`src/hw/rtl/ckt_pkg.sv`:
```
package ckt_pkg;

  localparam int CORNERS = 4;
  localparam int AXES = 2 * CORNERS;
  localparam int LANES_DEFAULT = 4;
  localparam int CFG_W = 24;
  localparam int CFG_IDX_W = 2;
  localparam int COORD_W = 15;
  localparam int EST_W = 16;
  localparam int ST_W = 40;
  localparam int DIV_BITS = 56;

  localparam logic [CFG_IDX_W-1:0] REG_PROCESS_NOISE = 2'd0;
  localparam logic [CFG_IDX_W-1:0] REG_MEASUREMENT_NOISE = 2'd1;
  localparam logic [CFG_IDX_W-1:0] REG_INITIAL_COVARIANCE = 2'd2;

  localparam logic [CFG_W-1:0] PROCESS_NOISE_RESET = 24'd3277;
  localparam logic [CFG_W-1:0] MEASUREMENT_NOISE_RESET = 24'd52429;
  localparam logic [CFG_W-1:0] INITIAL_COVARIANCE_RESET = 24'd65536;

  typedef logic signed [ST_W-1:0] st_t;

  typedef struct packed {
    st_t pos;
    st_t vel;
    st_t cpp;
    st_t cpv;
    st_t cvv;
  } axis_state_t;

  typedef struct packed {
    logic start;
    logic seed;
    logic meas;
  } lane_cmd_t;

  typedef struct packed {
    logic [CFG_W-1:0] q;
    logic [CFG_W-1:0] r;
    logic [CFG_W-1:0] p0;
  } cfg_t;

  function automatic st_t sat40(input logic signed [47:0] v);
    logic signed [47:0] hi;
    logic signed [47:0] lo;
    hi = 48'sd549755813887;
    lo = -48'sd549755813888;
    if (v > hi) return st_t'(hi);
    if (v < lo) return st_t'(lo);
    return st_t'(v);
  endfunction

  function automatic logic signed [EST_W-1:0] out_coord(input st_t p);
    logic signed [ST_W:0] e;
    logic signed [ST_W-12:0] s;
    e = {p[ST_W-1], p} + (ST_W+1)'(2048);
    s = e[ST_W:12];
    if (s > 29'sd32767) return 16'sh7fff;
    if (s < -29'sd32768) return 16'sh8000;
    return s[EST_W-1:0];
  endfunction

endpackage

```
`src/hw/rtl/ckt_merge.sv`:
```
// Rounds and saturates lane positions; zeros when not tracking.
module ckt_merge #(
  parameter int LANES = ckt_pkg::LANES_DEFAULT
) (
  input  logic clk,
  input  logic load,
  input  logic trk,
  input  ckt_pkg::st_t pos [LANES][2],
  output logic tracking,
  output logic signed [ckt_pkg::EST_W-1:0] est [ckt_pkg::CORNERS][2]
);

  localparam int NL = (LANES < ckt_pkg::CORNERS) ? LANES : ckt_pkg::CORNERS;

  always_ff @(posedge clk) begin
    if (load) begin
      tracking <= trk;
      for (int c = 0; c < ckt_pkg::CORNERS; c++) begin
        for (int a = 0; a < 2; a++) begin
          if (c < NL && trk) est[c][a] <= ckt_pkg::out_coord(pos[c][a]);
          else est[c][a] <= '0;
        end
      end
    end
  end

endmodule

```
`config.mk`:
```
export PLATFORM = sky130hd
export DESIGN_NAME = ckt_merge
export DESIGN_NICKNAME = d
export VERILOG_FILES = /design/src/hw/rtl/ckt_pkg.sv /design/src/hw/rtl/ckt_merge.sv
export SDC_FILE = /design/constraint.sdc
export NUM_CORES = 1
export LEC_CHECK = 0
export BUFFER_PORTS_ARGS = -buffer_cell sky130_fd_sc_hd__buf_4
export CORE_MARGIN = 3
export CORE_UTILIZATION = 31
export DETAILED_ROUTE_END_ITERATION = 7
export RECOVER_POWER = 25
export SYNTH_ARGS = -nofsm -noshare
export SYNTH_HDL_FRONTEND = slang
export SYNTH_SLANG_ARGS = --single-unit
```
`constraint.sdc`:
```
create_clock -name clk -period 8.15 [get_ports clk]
set_clock_uncertainty 0.05 [all_clocks]
set_input_delay 1.63 -clock clk [delete_from_list [all_inputs] [get_ports clk]]
set_output_delay 1.63 -clock clk [all_outputs]
set_load 0.01 [all_outputs]
```
# Yosys cells after proc, flatten, opt, wreduce, memory -nomap -nowiden
# Index checks and enable logic that the tools add are counted.
# totals
out_inout_bits	129
in_bits	323
wordCells	121
reg_bits	129
# op_classes
add_sub_neg	8
mux	88
order_cmp	16
# ops
operator	n
16-bit two-way mux	32
40-bit by 13-bit adder with 41-bit output, second input constant	8
29-bit by 16-bit > comparator with 1-bit output, second input constant	8
29-bit by 16-bit less-than comparator with 1-bit output, second input constant	8
1-bit two-way mux	56

# Depth between registers and ports, before layout
# Gate-level depths: netlist (run 1).
# depth
depth_word	10
ltp_mapped	10
depth_no_buf	8

# Worst setup path before layout (run 1)
# Ideal clock, no wire load.
# synth_timing
path_kind	input to register
startpoint	input pos[307] (netlist name)
endpoint	register est[118] (netlist name), data pin
slack_ns	3.965
required_ns	7.840
n_path_buf	1
setup_ns	0.260
t_arrival_ns	3.875
stages	8
path_cell_list	nand3_1 -> or4_1 -> or4_1 -> xnor2_1 -> or4_4 -> o31ai_4 -> buf_6 -> o21ai_1
# synth_via
elab_chain_len	8
# synth_lines
element	line	text
from (decl)	ckt_merge.sv:8	input ckt_pkg::st_t pos [LANES][2],
40-bit by 13-bit adder with 41-bit output (*)	ckt_pkg.sv:56	e = {p[ST_W-1], p} + (ST_W+1)'(2048);
29-bit by 16-bit less-than comparator with 1-bit output	ckt_pkg.sv:59	if (s < -29'sd32768) return 16'sh8000;
1-bit two-way mux (2 in series)	ckt_pkg.sv:59	
1-bit two-way mux	ckt_merge.sv:20	if (c < NL && trk) est[c][a] <= ckt_pkg::out_coord(pos[c][a]);
1-bit two-way mux	ckt_merge.sv:16	if (load) begin
16-bit two-way mux	ckt_pkg.sv:60	return s[EST_W-1:0];
16-bit two-way mux (*)	ckt_pkg.sv:59	
to (signal, indexed assignment)	ckt_merge.sv:20	
to (decl)	ckt_merge.sv:10	output logic signed [ckt_pkg::EST_W-1:0] est [ckt_pkg::CORNERS][2]
# Every way passes the cells marked *; elsewhere a longest branch is shown, timed or not. The select of a mux whose other input is x is not followed.
# A chain may end at the register's enable or synchronous reset.

# Final worst setup path (run 1)
# layout_timing
startpoint	input load
endpoint	register est[0] (netlist name), enable pin
# layout_lines
element	line	text
from (decl)	ckt_merge.sv:6	input logic load,
# No word-level cell between the ends.

==> results of run 1 <==
through the flow:
step	power, mW	utilization [%]	std cells	area, um2
2_1_floorplan	1.000	-	1183	10470
5_1_grt	2.099	42.79	1989	14060
3_5_place_dp	1.285	41.48	1956	13630
4_1_cts	2.039	43.19	1988	14190
3_3_place_gp	1.280	41.48	1956	13630
6_report	2.003	42.79	1989	14060
synth_stat cells, types with 17 or more instances:
master and n:
edfxtp_1 129, nand3_1 92, nand2_1 91, o21ai_0 88, nor2_1 82, xnor2_1 76, nand4_1 66, xor2_1 62
a21oi_1 50, and3_1 35, inv_1 30, clkbuf_1 29, nor3_1 28, nor4_1 28, a31oi_1 26, and4_1 23
and2_1 17
cells by family after synthesis:
family                   share of synthesized area [%]
AND/OR/NAND/NOR                                  28.74
AO/OA/AOI/OAI                                    17.12
XOR/XNOR                                         11.55
flip-flops                                       37.01
buffers and inverters                            2.642
multiplexers                                     1.996
adder cells (fa/ha/maj)                         0.9563
sequential cells by signal, summed over array words and instances, names as in the netlist:
signal    flops
tracking      1
est         128
per-layer routing:
metal  global-route usage [%]  vias up
li1                         -     5286
met1                    23.96     5040
met2                    31.14      359
met3                    4.883       45
met4                    5.914        2
met5                        0        -
power groups by stage:
stage | registers [mW] | clock network, mW | logic (mW)
floorplan | 0.857 | 0 | 0.143
global placement | 0.829 | 0 | 0.451
detailed placement | 0.830 | 0 | 0.455
CTS | 0.817 | 0.766 | 0.456
global route | 0.822 | 0.793 | 0.484
finish | 0.817 | 0.745 | 0.442
final cells by class:
cell class                 instances  area share [%]
multi-input combinational        985           44.92
sequential                       129           27.55
timing repair buffer             369           18.77
tap                              442           3.933
clock buffer                      17           3.025
clock inverter                    15          0.9609
inverter                          31          0.8275
antenna                            1         0.01780
final timing paths:
path | from | end | slack (ns) | cells after the start
setup / recovery | load | est[0]$_SDFFCE_PN0P_ | 3.00 | 2
hold / removal | pos[79] | est[31]$_SDFFCE_PN0P_ | 1.48 | 3
==> flow_metrics.tcl, run 1 <==
set metrics [dict create \
    timing.final.ws_setup_ns 2.999 \
    drt_iter0_markers 613 \
    drt_pre_antenna_iters 5 \
    area_growth_pct 34.34 \
    grt_pass1_vias 10030 \
    wire_per_inst_um 17.70 \
    grt_antenna_before_repair 2 \
    ys_ff_latch 129 \
    overflow 0 \
    hpwl_um 27660 \
    cp-start-kind "primary input" \
    holdWs_ns 1.480 \
    timing.final.crit_share_pct 63.20 \
    ant_nets 0 \
    io_pins 452 \
    critPathBufInv 2 \
    tightest_slew_ns 3.441 \
    crit_chain "clkbuf_1, buf_4" \
    path_clk_slew_ns 0.07 \
    crit_path_top_delay_cell "clkbuf_1" \
    drive_gt1_share_pct 26.71 \
    fp.dieArea_um2 36010 \
    netlist_instances 1183 \
    async_flop_share_pct 0 \
    synth_area_leaders "edfxtp_1, xnor2_1, xor2_1, nand3_1, o21ai_0" \
    mostFrequentLayoutCell "buf_4" \
    start_util_pct 31.85 \
    path_delay_family "buffers and inverters" \
    drv_slew 64 \
    p_leak_nw 5.052 \
    nets 1864 \
    synth_warnings 0 \
    p_comb_share_pct 22.0 \
    clkPwrFrac_pct 37.2 \
    htreeDepth 4 \
    drt-met1-wl_um 15030 \
    cp-end-kind "flip-flop" \
    multi_input_area_um2 6317 \
    cts_buffers 17 \
    pre_cts_ws_ns 3.175 \
    hold_viol 0 \
    route.met3.wl_um 2412 \
    slew_headroom_pct -129.4 \
    period_needed_ns 5.151 \
    yosysSeqAreaShare_pct 37.01 \
    powerDensity_nw_per_um2 142.5 \
    synth_edf_count 129 \
    final_cell_mix "buf_4, edfxtp_1, nand3_1, nand2_1, o21ai_0" \
    critPathKind "in2reg" \
    cap_violations 1 \
    dieHeight_um 189.8 \
    core_um2 32870 \
    grt_pass1_wl_um 54110 \
    vias_per_cell 5.396 \
    gr-usage-all-layers_pct 18.77 \
    hold_path_class "in2reg" \
    yosys.area.top_type "edfxtp_1" \
    postCtsSetupBuffers 0 \
    ctsResizeCount 0 \
    p_switching_mw 0.5802 \
    setup_viol 0 \
    worst_path_largest_cell_delay_ns 2.37 \
    io_buffers 363 \
    p_sw_share_pct 28.96 \
    syn_nets 1514 \
    p_seq_share_pct 40.8 \
    setup_tns_ns 0 \
    worst_ep_arrival_time_ns 5.16 \
    synth_top_area_share_pct 37.01 \
    met2_length_um 16990 \
    p_int_mw 1.423 \
    status "finished with violations" \
    fmax_mhz 194.1 \
    hold_buffers 0 \
    die_w_um 189.8 \
    regArea_um2 3874 \
    synth_cell_types 78 \
    path_max_fanout 67 \
    topRoutingLayerUsed "met5" \
    gp_congestion 0.8863 \
    fp-row-count 66 \
    cts-root-buf "clkbuf_16" \
    ctsLongestPathBuffers 2 \
    fill_cells 3364 \
    grt_max_degree 68 \
    rsz0062_at_grt "no" \
    avgSynthCellArea_um2 8.848 \
    cp.required_ns 8.16 \
    max-vdd-ir-drop_mv 0.1398 \
    cts_tree "done" \
    vias 10730 \
    routed_wl_um 35200 \
    cts_num_sinks 129 \
    synth_top_flop_cell "edfxtp_1" \
    drc_errors 0 \
    failed_checks "capacitance limit, slew limit" \
    syn_area_um2 10470 \
]
No activity file was read; power rests on OpenSTA's default activity.
==> run 2: changes to the inputs <==
- clock period: 8.15 -> 5.1 ns (I/O delays scaled with it)
==> run 2 against run 1 <==
Net effect:
- the flow now finishes without violations
- design area up 0.64%
- combinational power up 61%
- hold slack worse by 0.60 ns
- non-clock buffer count up 6
- clock-buffer cell count unchanged
- sequential share of layout area down 0.18 points
- flip-flop and latch count unchanged
- core utilization up 0.27 points
- setup slack worse by 1.6 ns
==> flow_metrics.tcl, run 2 (synthesized netlist as in run 1, its figures left out) <==
set metrics [dict create \
    worstSetupStartpoint "pos[311]" \
    grt_max_degree 68 \
    top_regs "est x128, tracking x1" \
    hold_buffers 0 \
    grt_pass1_wl_um 54590 \
    routed_wl_um 35530 \
    mostFrequentLayoutCell "buf_4" \
    drv_slew 0 \
    largest_register_ffs 128 \
    regArea_um2 3874 \
    multi_input_area_um2 6317 \
    hp-start "pos[79]" \
    critPathKind "in2reg" \
    finalNonFillerCells 1996 \
    clkPwrFrac_pct 37.9 \
    cp-end-kind "flip-flop" \
    grt_pass1_vias 10230 \
    max-vdd-ir-drop_mv 0.2175 \
    gr-usage-all-layers_pct 18.86 \
    vias_per_cell 5.430 \
    gp_congestion 0.9037 \
    drc_errors 0 \
    nets 1870 \
    grt_antenna_before_repair 3 \
    timing.final.crit_share_pct 73.26 \
    fmax_mhz 267.7 \
    p_sw_share_pct 28.35 \
    place_inst 1962 \
    slew_headroom_pct 17.44 \
    path_max_fanout 15 \
    period_needed_ns 3.736 \
    status "completed" \
    powerDensity_nw_per_um2 229.4 \
    timing.final.ws_setup_ns 1.364 \
    ctsLongestPathBuffers 2 \
    cp_common_cell "or4_1" \
    crit_chain "buf_4, nand4_1, or4_1, or4_1, xnor2_1, or4_4, o31ai_4, o21ai_0" \
    p_seq_share_pct 40.1 \
    drive_gt1_share_pct 27.26 \
    drt_pre_antenna_iters 7 \
    p_int_mw 2.326 \
    regMostFlops "est" \
    cts_num_sinks 129 \
    p_switching_mw 0.9202 \
    p_comb_share_pct 22.0 \
    hold_path_depth 3 \
    die_w_um 189.8 \
    path_delay_family "simple AND/OR/NAND/NOR gates" \
    cp-start-kind "primary input" \
    cap_violations 0 \
    io_pins 452 \
    drt_iter0_markers 682 \
    overflow 0 \
    cts-root-buf "clkbuf_16" \
    ctsResizeCount 0 \
    finalInstanceArea_um2 14150 \
    io_buffers 363 \
    worst_path_largest_cell_delay_ns 0.59 \
    critPathBufInv 1 \
    place_area_um2 13680 \
    pre_cts_ws_ns 0.9261 \
    hold_path_class "in2reg" \
    wire_per_inst_um 17.80 \
    start_util_pct 31.85 \
    area_growth_pct 35.20 \
    setup_viol 0 \
    dieHeight_um 189.8 \
    holdPathEnd "est[31]$_SDFFCE_PN0P_" \
    vias 10840 \
    crit_path_top_delay_cell "o31ai_4" \
    p_leak_nw 5.101 \
    setup_tns_ns 0 \
    path_clk_slew_ns 0.06 \
    rsz0062_at_grt "no" \
    hold_viol 0 \
    tightest_slew_ns 1.238 \
    cp.required_ns 5.19 \
    worst_ep_arrival_time_ns 3.82 \
    cts_tree "done" \
    htreeDepth 4 \
    hpwl_um 27920 \
    postCtsSetupBuffers 0 \
    cts_buffers 17 \
    fp.dieArea_um2 36010 \
    ant_nets 0 \
    fill_cells 3342 \
    core_um2 32870 \
    fp-row-count 66 \
    final_cell_mix "buf_4, edfxtp_1, nand3_1, nand2_1, o21ai_0" \
]
[run 2: layout make-up]
class | count | area share [%]
Sequential cell | 129 | 27.37
Antenna cell | 2 | 0.03536
Multi-Input combinational cell | 985 | 44.64
Clock buffer | 17 | 3.006
Inverter | 31 | 0.8222
Timing Repair Buffer | 375 | 19.10
Tap cell | 442 | 3.908
Clock inverter | 15 | 1.123
[run 2: layer usage]
| layer | vias up | global-route usage (%) | wire (um) |
|---|---|---|---|
| met5 | - | 0 | 20 |
| li1 | 5294 | - | - |
| met3 | 56 | 4.514 | 2507 |
| met4 | 2 | 6.739 | 899 |
| met1 | 5122 | 23.91 | 14970 |
| met2 | 365 | 31.40 | 17130 |
[run 2: worst max-delay path by stage]
stage	slack, ns	endpoint	cells past startpoint
floorplan	1.52	est[118]$_SDFFCE_PN0P_	8
global placement	0.97	est[126]$_SDFFCE_PN0P_	8
detailed placement	0.93	est[112]$_SDFFCE_PN0P_	8
CTS	1.39	est[112]$_SDFFCE_PN0P_	8
global route	1.15	est[75]$_SDFFCE_PN0P_	5
finish	1.36	est[112]$_SDFFCE_PN0P_	8
[run 2: worst min-delay path: cells and delay by family]
| kind | cells | cell delay (ns) |
|---|---|---|
| buf+inv | 1 | 0.10 |
| simple gates | 2 | 0.13 |
[run 2: stage by stage]
step	hold WS (ns)	power (mW)	utilization (%)
6_report	0.8763	3.246	43.06
5_1_grt	0.8954	3.401	43.06
4_1_cts	0.8478	3.301	43.40
3_5_place_dp	1.319	2.055	41.62
3_3_place_gp	1.316	2.047	41.62
2_1_floorplan	1.069	1.598	-
[run 2: power by group through the flow]
stage / Clock, mW / Sequential, mW / Combinational (mW)
2_1_floorplan: 0 / 1.37 / 0.228
3_3_place_gp: 0 / 1.32 / 0.722
3_5_place_dp: 0 / 1.33 / 0.730
4_1_cts: 1.26 / 1.30 / 0.732
5_1_grt: 1.31 / 1.31 / 0.779
6_report: 1.23 / 1.30 / 0.713
==> run 3: changes to the inputs <==
- ABC_AREA: default -> 1
- clock period: 5.1 -> 3.03 ns (I/O delays scaled with it)
==> run 3 against run 2 <==
Net effect:
- non-clock buffer count shrank 2
- critical path depth decreased by 6
- power grew 80%
- design area is 18% higher
- sequential share of layout area is 4.2 points lower
- first-iteration DRC count increased by 34%
- global-route usage increased by 1.0 points
- hold slack lost 0.32 ns
- via count grew 30%
- cell count is 48% higher
- wire length increased by 27%
- largest power group is now the clock network
- highest routed layer unchanged
==> flow_metrics.tcl, run 3 <==
set metrics [dict create \
    async_flop_share_pct 0 \
    nets 2749 \
    drc_errors 0 \
    top_usage_layer "met2" \
    crit_chain "clkbuf_2, clkbuf_4" \
    mostFrequentLayoutCell "nand2_1" \
    ctsResizeCount 0 \
    io_buffers 363 \
    cts_buffers 17 \
    synth_warnings 0 \
    path_clk_slew_ns 0.06 \
    ctsLongestPathBuffers 2 \
    drv_slew 0 \
    gr-usage-all-layers_pct 19.87 \
    gp_congestion 0.9460 \
    fmax_mhz 397.2 \
    start_util_pct 31.83 \
    routed_wl_um 45190 \
    finish.utilization_pct 41.40 \
    slew_headroom_pct 6.189 \
    status "completed" \
    yosys.area.top_type "edfxtp_1" \
    cap_violations 0 \
    hpwl_um 37580 \
    max-vdd-ir-drop_mv 0.3350 \
    largest_register_ffs 128 \
    synth_cell_types 33 \
    io_pins 452 \
    syn_area_um2 12850 \
    synth_commonest_cells "nand2_1, nor2_1, inv_1" \
    grt_pass1_vias 13280 \
    finalInstanceArea_um2 16710 \
    cts_tree "done" \
    cp-end-kind "flip-flop" \
    syn_nets 2387 \
    critPathBufInv 2 \
    hold_path_class "in2reg" \
    cp.required_ns 3.03 \
    crit_path_top_delay_cell "clkbuf_2" \
    ant_nets 0 \
    use_met2_pct 33.23 \
    period_needed_ns 2.517 \
    grt_pass1_wl_um 69930 \
    drt_pre_antenna_iters 5 \
    vias_per_cell 4.754 \
    power_mw 5.853 \
    critPathKind "in2reg" \
    postCtsSetupBuffers 0 \
    path_delay_family "buffers and inverters" \
    dieHeight_um 209.6 \
    final_cell_mix "nand2_1, nor2_1, buf_4, inv_1, edfxtp_1" \
    fp.dieArea_um2 43930 \
    powerDensity_nw_per_um2 350.2 \
    ys_ff_latch 129 \
    top_regs "est x128, tracking x1" \
    wire_per_inst_um 15.28 \
    overflow 0 \
    cts-root-buf "clkbuf_16" \
    regMostFlops "est" \
    tightest_slew_ns 1.407 \
    core_um2 40370 \
    synth_top_flop_cell "edfxtp_1" \
    drive_gt1_share_pct 21.07 \
    grt_antenna_before_repair 10 \
    path_max_fanout 54 \
    htreeDepth 4 \
    place_area_um2 16120 \
    setup_viol 0 \
    fp-row-count 73 \
    worst_ep_arrival_time_ns 2.52 \
    rsz0062_at_grt "no" \
    yosysMostFrequentCell "nand2_1" \
    hold_buffers 0 \
    die_w_um 209.6 \
    synth_top_area_share_pct 30.15 \
    netlist_instances 2056 \
    drt_iter0_markers 911 \
    gr-usage-met1_pct 25.24 \
    synth_edf_count 129 \
    grt_max_degree 55 \
    vias 14060 \
    cts_num_sinks 129 \
    worst_path_largest_cell_delay_ns 0.98 \
    p_leak_nw 7.523 \
    yosysSeqAreaShare_pct 30.15 \
    timing.final.crit_share_pct 83.08 \
    avgSynthCellArea_um2 6.249 \
    area_growth_pct 30.08 \
    hold_viol 0 \
    synth_area_leaders "edfxtp_1, nand2_1, nor2_1, inv_1, xor2_1" \
    setup_tns_ns 0 \
    cp-start-kind "primary input" \
    grtUsageMet3_pct 5.217 \
]
[run 3: cell types whose count changed after synthesis, sizes merged, moves of 34 or more]
| cell | delta |
|---|---|
| nor2 | +351 |
| inv | +158 |
| o21ai | -94 |
| and3 | -34 |
| a21oi | +78 |
| nand2 | +756 |
| nand3b | +46 |
| nand4 | -61 |
[run 3: worst paths after layout]
| check | from | endpoint | slack (ns) | cells after the start |
|---|---|---|---|---|
| max | load | est[6]$_SDFFCE_PN0P_ | 0.51 | 2 |
| min | pos[175] | est[67]$_SDFFCE_PN0P_ | 0.55 | 4 |
[run 3: metal layers]
metal	share of wire (%)	vias to the layer above
li1	-	7181
met2	46	469
met4	2.5	14
met3	8.0	72
met1	43	6326
met5	0.23	-
[run 3: final cells by class]
cell class	count	area, um2
fillers	4368	23660
multi-input cells	1709	8053
flip-flops and latches	129	3874
repair buffers	373	2799
inverters	188	708.2
well taps	525	656.9
clock buffers	18	429.2
clock inverters	13	186.4
diodes	3	7.507
[run 3: worst min-delay path, stage by stage]
cell     delay [ns]
buf_4          0.10
xor2_1         0.06
nand2_1        0.06
a21oi_1        0.05
[run 3: stage by stage]
| stage | setup WS, ns | hold WS (ns) | instances |
|---|---|---|---|
| after floorplan | 0.6101 | 0.6549 | 2056 |
| after global placement | 0.2074 | 0.9625 | 2924 |
| after detailed placement | 0.1814 | 0.9634 | 2924 |
| after CTS | 0.6426 | 0.5216 | 2955 |
| after global routing | 0.2852 | 0.5437 | 2958 |
| final | 0.5125 | 0.5544 | 2958 |
[run 3: kinds of logic after synthesis]
group	Yosys count	synth area share (%)
and+or+nand+nor	1447	47.88
buffers and inverters	218	7.177
AOI/OAI and AO/OA	137	6.038
DFF	129	30.15
xor gates and xnor gates	117	7.975
adders and majority gates	8	0.7791
[run 3: power breakdown]
part | internal, mW | total (mW) | switching (mW)
clock network | 1.37 | 2.21 | 0.840
registers | 2.14 | 2.19 | 0.0490
logic | 0.616 | 1.45 | 0.830
total | 4.13 | 5.85 | 1.72
